--- config.mk ---
export PLATFORM = sky130hd
export DESIGN_NAME = gab_root_step
export DESIGN_NICKNAME = d
export VERILOG_FILES = /design/src/sv/gab_pkg.sv /design/src/sv/gab_root_step.sv
export SDC_FILE = /design/constraint.sdc
export NUM_CORES = 1
export LEC_CHECK = 0
export ABC_AREA = 1
export ABC_CLOCK_PERIOD_IN_PS = 8850
export BUFFER_PORTS_ARGS = -buffer_cell sky130_fd_sc_hd__buf_2
export CAP_MARGIN = 20
export CORE_ASPECT_RATIO = 1.1
export CORE_MARGIN = 3
export CORE_UTILIZATION = 30
export DETAILED_ROUTE_END_ITERATION = 10
export GPL_TIMING_DRIVEN = 0
export PLACE_DENSITY = 0.46
export SKIP_CTS_REPAIR_TIMING = 1
export SYNTH_ARGS = -nofsm -noshare
export SYNTH_HDL_FRONTEND = slang
export SYNTH_SLANG_ARGS = --single-unit
--- constraint.sdc ---
create_clock -name clk -period 8.85 [get_ports clk]
set_clock_uncertainty 0.1 [all_clocks]
set_input_delay 2.655 -clock clk [delete_from_list [all_inputs] [get_ports clk]]
set_output_delay 2.655 -clock clk [all_outputs]
set_load 0.01 [all_outputs]
--- src/sv/gab_pkg.sv ---
package gab_pkg;

  // default fraction bits of the linear-light values
  localparam int unsigned LINEAR_FRAC_BITS = 16;

  // channel layout: 0 = blue, 1 = green, 2 = red, 3 = alpha
  localparam int unsigned NUM_COLOURS = 3;
  localparam int unsigned CHANNELS    = 4;
  localparam int unsigned ALPHA_CH    = 3;

  // opacity register
  localparam int unsigned SCALE_WIDTH = 9;
  localparam logic [SCALE_WIDTH-1:0] SCALE_ONE = 9'd256;
  localparam int unsigned SCALE_SHIFT = 8;
  localparam int unsigned SCALE_ROUND = 128;

  // square root search: one result bit per stage
  localparam int unsigned ROOT_BITS = 8;
  localparam int unsigned Q_WIDTH   = 20;
  localparam logic [17:0] ROOT_SCALE = 18'd260100;  // 4 * 255^2

  localparam logic [7:0] CHANNEL_MAX = 8'hFF;
  localparam logic [7:0] ALPHA_GAIN  = 8'd255;

  // linearize plus four blend stages plus the root search
  localparam int unsigned PIPE_LATENCY = 5 + ROOT_BITS;

  // table denominators, 2 * 255^2 and 2 * 255
  localparam longint unsigned COLOUR_DEN = 130050;
  localparam longint unsigned ALPHA_DEN  = 510;

  // partial result carried down the root search
  typedef struct packed {
    logic [NUM_COLOURS-1:0][Q_WIDTH-1:0] q;
    logic [NUM_COLOURS-1:0][7:0]         n;
    logic [7:0]                          alpha;
  } root_state_t;

  // round(c^2 * 2^f / 255^2), evaluated at elaboration only
  function automatic longint unsigned lin_colour(input int unsigned c, input int unsigned f);
    longint unsigned num;
    num = (64'(c) * 64'(c)) << (f + 1);
    return (num + COLOUR_DEN / 2) / COLOUR_DEN;
  endfunction

  // round(a * 2^f / 255), evaluated at elaboration only
  function automatic longint unsigned lin_alpha(input int unsigned a, input int unsigned f);
    longint unsigned num;
    num = 64'(a) << (f + 1);
    return (num + ALPHA_DEN / 2) / ALPHA_DEN;
  endfunction

endpackage

--- src/sv/gab_root_step.sv ---
module gab_root_step #(
  parameter int unsigned BIT = 7
) (
  input  logic                 clk,
  input  logic                 rst,
  input  logic                 in_valid,
  input  gab_pkg::root_state_t in_state,
  output logic                 out_valid,
  output gab_pkg::root_state_t out_state
);

  localparam logic [7:0] TRIAL_BIT = 8'(1) << BIT;
  localparam logic [7:0] LOW_MASK  = 8'((1 << BIT) - 1);

  logic [7:0]  trial [gab_pkg::NUM_COLOURS];
  logic [8:0]  odd   [gab_pkg::NUM_COLOURS];
  logic [17:0] sq    [gab_pkg::NUM_COLOURS];
  gab_pkg::root_state_t state_next;

  // try this bit: keep it when (2n-1)^2 stays within the operand
  always_comb begin
    state_next = in_state;
    for (int k = 0; k < gab_pkg::NUM_COLOURS; k++) begin
      trial[k] = in_state.n[k] | TRIAL_BIT;
      odd[k]   = {trial[k], 1'b0} - 9'd1;
      sq[k]    = 18'(odd[k]) * 18'(odd[k]);
      if (20'(sq[k]) <= in_state.q[k]) begin
        state_next.n[k] = trial[k];
      end
    end
  end

  always_ff @(posedge clk) begin
    if (rst) begin
      out_valid <= 1'b0;
    end else begin
      out_valid <= in_valid;
    end
  end

  always_ff @(posedge clk) begin
    out_state <= state_next;
  end

  // bits below this stage are still undecided and must be clear
  a_low_bits_clear: assert property (@(posedge clk) disable iff (rst)
    out_valid |-> ((out_state.n[0] | out_state.n[1] | out_state.n[2]) & LOW_MASK) == 8'd0)
    else $error("root search set a bit below its stage");

endmodule

======== Word-level counts from Yosys, hierarchy flattened ========
Cells that the tools add are included.
storage, ports and cells
  register bits ........................... 93
  input bits .............................. 95
  output and inout bits ................... 93
  logic and storage cells ................. 20
operators by class
  add/subtract/negate cells ............... 3
  multiply operators ...................... 3
  magnitude comparators ................... 3
operators with widths
  operator                                           number
  less-or-equal comparator 18 x 20 -> 1 bit          3
  multiplier 9 x 9 -> 18 bit                         3
  subtractor 9 x 1 -> 9 bit (second input constant)  3

======== Longest topological paths before layout ========
  word-level depth ........................ 3
  gate-level depth with buffers ........... 35
  gate-level depth less buffers ........... 35

======== Least setup slack after synthesis ========
OpenSTA, ideal clock, no wires.
  kind .................................... input to register
  from .................................... input in_state[8] in the netlist's numbering
  to ...................................... register out_state[15] in the netlist's numbering
  setup time .............................. 115 ps
  data arrival time ....................... 7674 ps
  required time ........................... 8635 ps
  slack ................................... 961 ps
  stages .................................. 28
  path buffers ............................ 1
  cells stage by stage .................... buf_2 > inv_1 > ha_1 > xnor2_2 > inv_1 > nand2_1 > fa_1 > inv_1 > fa_1 > fa_1 > inv_1 > fa_1 > inv_1 > ha_1 > a21oi_1 > nor2_1 > nor2_1 > nand3_1 > nand2_1 > nand2_1 > ha_1 > nand2_1 > nor2_1 > nand3_1 > nor2_1 > nand2_1 > nand3_1 > nand2_1
between the ends
  word-level cells in the longest chain between the ends .. 3
ends and longest elaborated chain
  element                                    RTL line             text
  from (decl)                                gab_root_step.sv:7   input gab_pkg::root_state_t in_state,
  subtractor 9 x 1 -> 9 bit                  gab_root_step.sv:25  odd[k] = {trial[k], 1'b0} - 9'd1;
  multiplier 9 x 9 -> 18 bit                 gab_root_step.sv:26  sq[k] = 18'(odd[k]) * 18'(odd[k]);
  less-or-equal comparator 18 x 20 -> 1 bit  gab_root_step.sv:27  if (20'(sq[k]) <= in_state.q[k]) begin
  to (signal assigned)                       gab_root_step.sv:42  out_state <= state_next;
  to (decl)                                  gab_root_step.sv:9   output gab_pkg::root_state_t out_state
Every way passes these cells.
A chain may end at the register's enable or synchronous reset.

======== Worst setup path in the final report ========
  from .................................... input in_state[16] in the netlist's numbering
  to ...................................... register out_state[23] in the netlist's numbering
Same word-level chain as after synthesis.

==> impl_metrics.env <==
export IMPL_end_kind="flop"
export IMPL_p_int_mw=2.07
export IMPL_status="finished, final reports clean"
export IMPL_hpwl_um=22100
export IMPL_rows=71
export IMPL_syn_inst=1386
export IMPL_final_hold_viol_count=0
export IMPL_swShare=0.522
export IMPL_syn_cell_area_um2=10500
export IMPL_synth_cells_most_frequent="inv_1 (382), nand2_1 (288), ha_1 (148), nor2_1 (127), fa_1 (108)"
export IMPL_hold_start="in_state[1]"
export IMPL_numCtsBuffers=9
export IMPL_critical_path_startpoint="in_state[16]"
export IMPL_die_height_um=202
export IMPL_boundaryPins=188
export IMPL_dieWidth_um=184
export IMPL_synth_ff_type="dfxtp_1"
export IMPL_synth_edf_count=0
export IMPL_core_area_um2=34400
export IMPL_cts_sinks=93
export IMPL_ant_nets=0
export IMPL_antenna_found_initial=2
export IMPL_crit_buf_inv=8
export IMPL_period_share=0.935
export IMPL_ys_ff_latch=93
export IMPL_pwr_share_clk=0.106
export IMPL_grt_max_degree=17
export IMPL_power_frac_seq=0.103
export IMPL_yosysMostFrequentCell="inv_1"
export IMPL_hp_class="primary input to flop"
export IMPL_p_leak_nw=7.33
export IMPL_fmax_ghz=0.121
export IMPL_power_density_nw_per_um2=351
export IMPL_rsz0062_at_grt="no"
export IMPL_gp_congestion=0.800
export IMPL_die_area_um2=37300
export IMPL_ys_seq_area_frac=0.177
export IMPL_finalCriticalPeriod_ns=8.28
export IMPL_arrival_ns=8.48
export IMPL_drv_cap=0
export IMPL_nets=1937
export IMPL_yosysTopAreaCellShare=0.206
export IMPL_grt_usage=0.140
export IMPL_wl_met2_um=12000
export IMPL_cp_start_kind="primary input"
export IMPL_path_common_cell="nand2_1"
export IMPL_grt_pass1_wl_um=41600
export IMPL_topRoutingLayerUsed="met4"
export IMPL_cts_tree="built"
export IMPL_setup_viol=0
export IMPL_h_tree_depth=3
export IMPL_start_util=0.305
export IMPL_root_buffer="clkbuf_16"
export IMPL_required_ns=9.06
export IMPL_drtIter0Drc=184
export IMPL_yosysTopAreaCell="fa_1"
export IMPL_cts_max_path_buffers=2
export IMPL_max_stage_delay_ns=0.54
export IMPL_setup_tns_ns=0
export IMPL_wl_per_cell_um=12.2
export IMPL_crit_family="adder cells"
export IMPL_worst_path_max_delay_cell="fa_1"
export IMPL_critPathMaxFanout=8
export IMPL_worst_setup_path_type="primary input to flop"
export IMPL_vias_per_cell=4.18
export IMPL_syn_avg_cell_area_um2=7.57
export IMPL_switchingPower_mw=2.26
export IMPL_utilization=0.359
export IMPL_drt_total_wl_um=24800
export IMPL_drv_slew=0
export IMPL_drc=0
export IMPL_yosysWarnings=0
export IMPL_wl_met1_um=11300
export IMPL_dr_pass1_iters=4
export IMPL_drive_gt1_frac=0.172
export IMPL_vias=8495
export IMPL_clk_pin_slew_ns=0.09
export IMPL_synth_area_top_cells="fa_1 (21%), dfxtp_1 (18%), ha_1 (18%)"
export IMPL_wl_met3_um=990
export IMPL_total_power_mw=4.33
export IMPL_first_global_vias=8570
export IMPL_gr_total_overflow=0
export IMPL_synth_async_reset_ratio=0
export IMPL_vdd_ir_drop_worst_mv=0.142
export IMPL_comb_power_share=0.791
export IMPL_port_buffers=187
export IMPL_syn_to_final_growth_pct=17.6
export IMPL_yosys_cell_types_count=35
[power groups by stage]
stage	Sequential, mW	Clock [mW]	Combinational [mW]
floorplan	0.471	0	2.72
global placement	0.458	0	3.45
detailed placement	0.458	0	3.49
CTS	0.448	0.478	3.52
global route	0.450	0.489	4.15
finish	0.448	0.457	3.43
[sequential cells by signal (all words and copies together), names as in the netlist]
name       cells
out_valid      1
out_state     92
[stage by stage]
stage	hold WS (ns)	std cells	area (um2)	worst slack, ns
2_1_floorplan	2.58	1388	10500	0.961
4_1_cts	2.24	2029	12300	0.249
3_5_place_dp	2.66	2013	12000	-0.101
3_3_place_gp	2.66	2013	12000	-0.142
6_report	2.27	2031	12300	0.574
5_1_grt	2.25	2031	12300	0.0503
[cells by family after synthesis]
| family | count (synthesis) | synth area share |
|---|---|---|
| other | 1 | 0.000357 |
| AND/OR/NAND/NOR | 537 | 0.227 |
| flip-flops | 93 | 0.177 |
| buffers and inverters | 407 | 0.146 |
| adder cells (fa/ha/maj) | 256 | 0.382 |
| XOR/XNOR | 37 | 0.0384 |
| AO/OA/AOI/OAI | 55 | 0.0282 |
[layout make-up]
type                            count  area, um2
Antenna cell                        2       5.00
Buffer                              6       28.8
Clock buffer                        9        225
Clock inverter                      7        120
Fill cell                        3706      22000
Inverter                          401       1510
Multi-Input combinational cell    888       7110
Sequential cell                    93       1860
Tap cell                          438        548
Timing Repair Buffer              187        936
[per-layer routing]
| metal | up-vias | global-route usage |
|---|---|---|
| met4 | 0 | 0.0405 |
| met2 | 148 | 0.243 |
| li1 | 4493 | - |
| met3 | 19 | 0.0270 |
| met1 | 3835 | 0.175 |
| met5 | - | 0 |
[worst paths after layout]
check	to	slack [ns]	cells after the start
max	out_state[23]$_SDFF_PP1_	0.57	32
min	out_state[1]$_DFF_P_	2.27	1
[placed cells by master, fill, tap and decap left out, types with 3 or more instances in the layout]
cell	n
a21o_1	3
a21oi_1	40
a31oi_1	3
buf_2	189
bufinv_16	3
clkbuf_1	3
clkbuf_16	9
conb_1	3
dfxtp_1	93
fa_1	108
ha_1	147
inv_1	382
inv_2	17
nand2_1	288
nand2_2	13
nand3_1	56
nand3_2	4
nand3b_1	3
nand4_1	19
nor2_1	127
nor2_2	7
nor2_4	5
nor2_8	5
o21ai_1	3
o21bai_1	3
xnor2_1	16
xnor2_2	3
xor2_1	15
xor2_4	3
(Power assumes the default switching activity.)
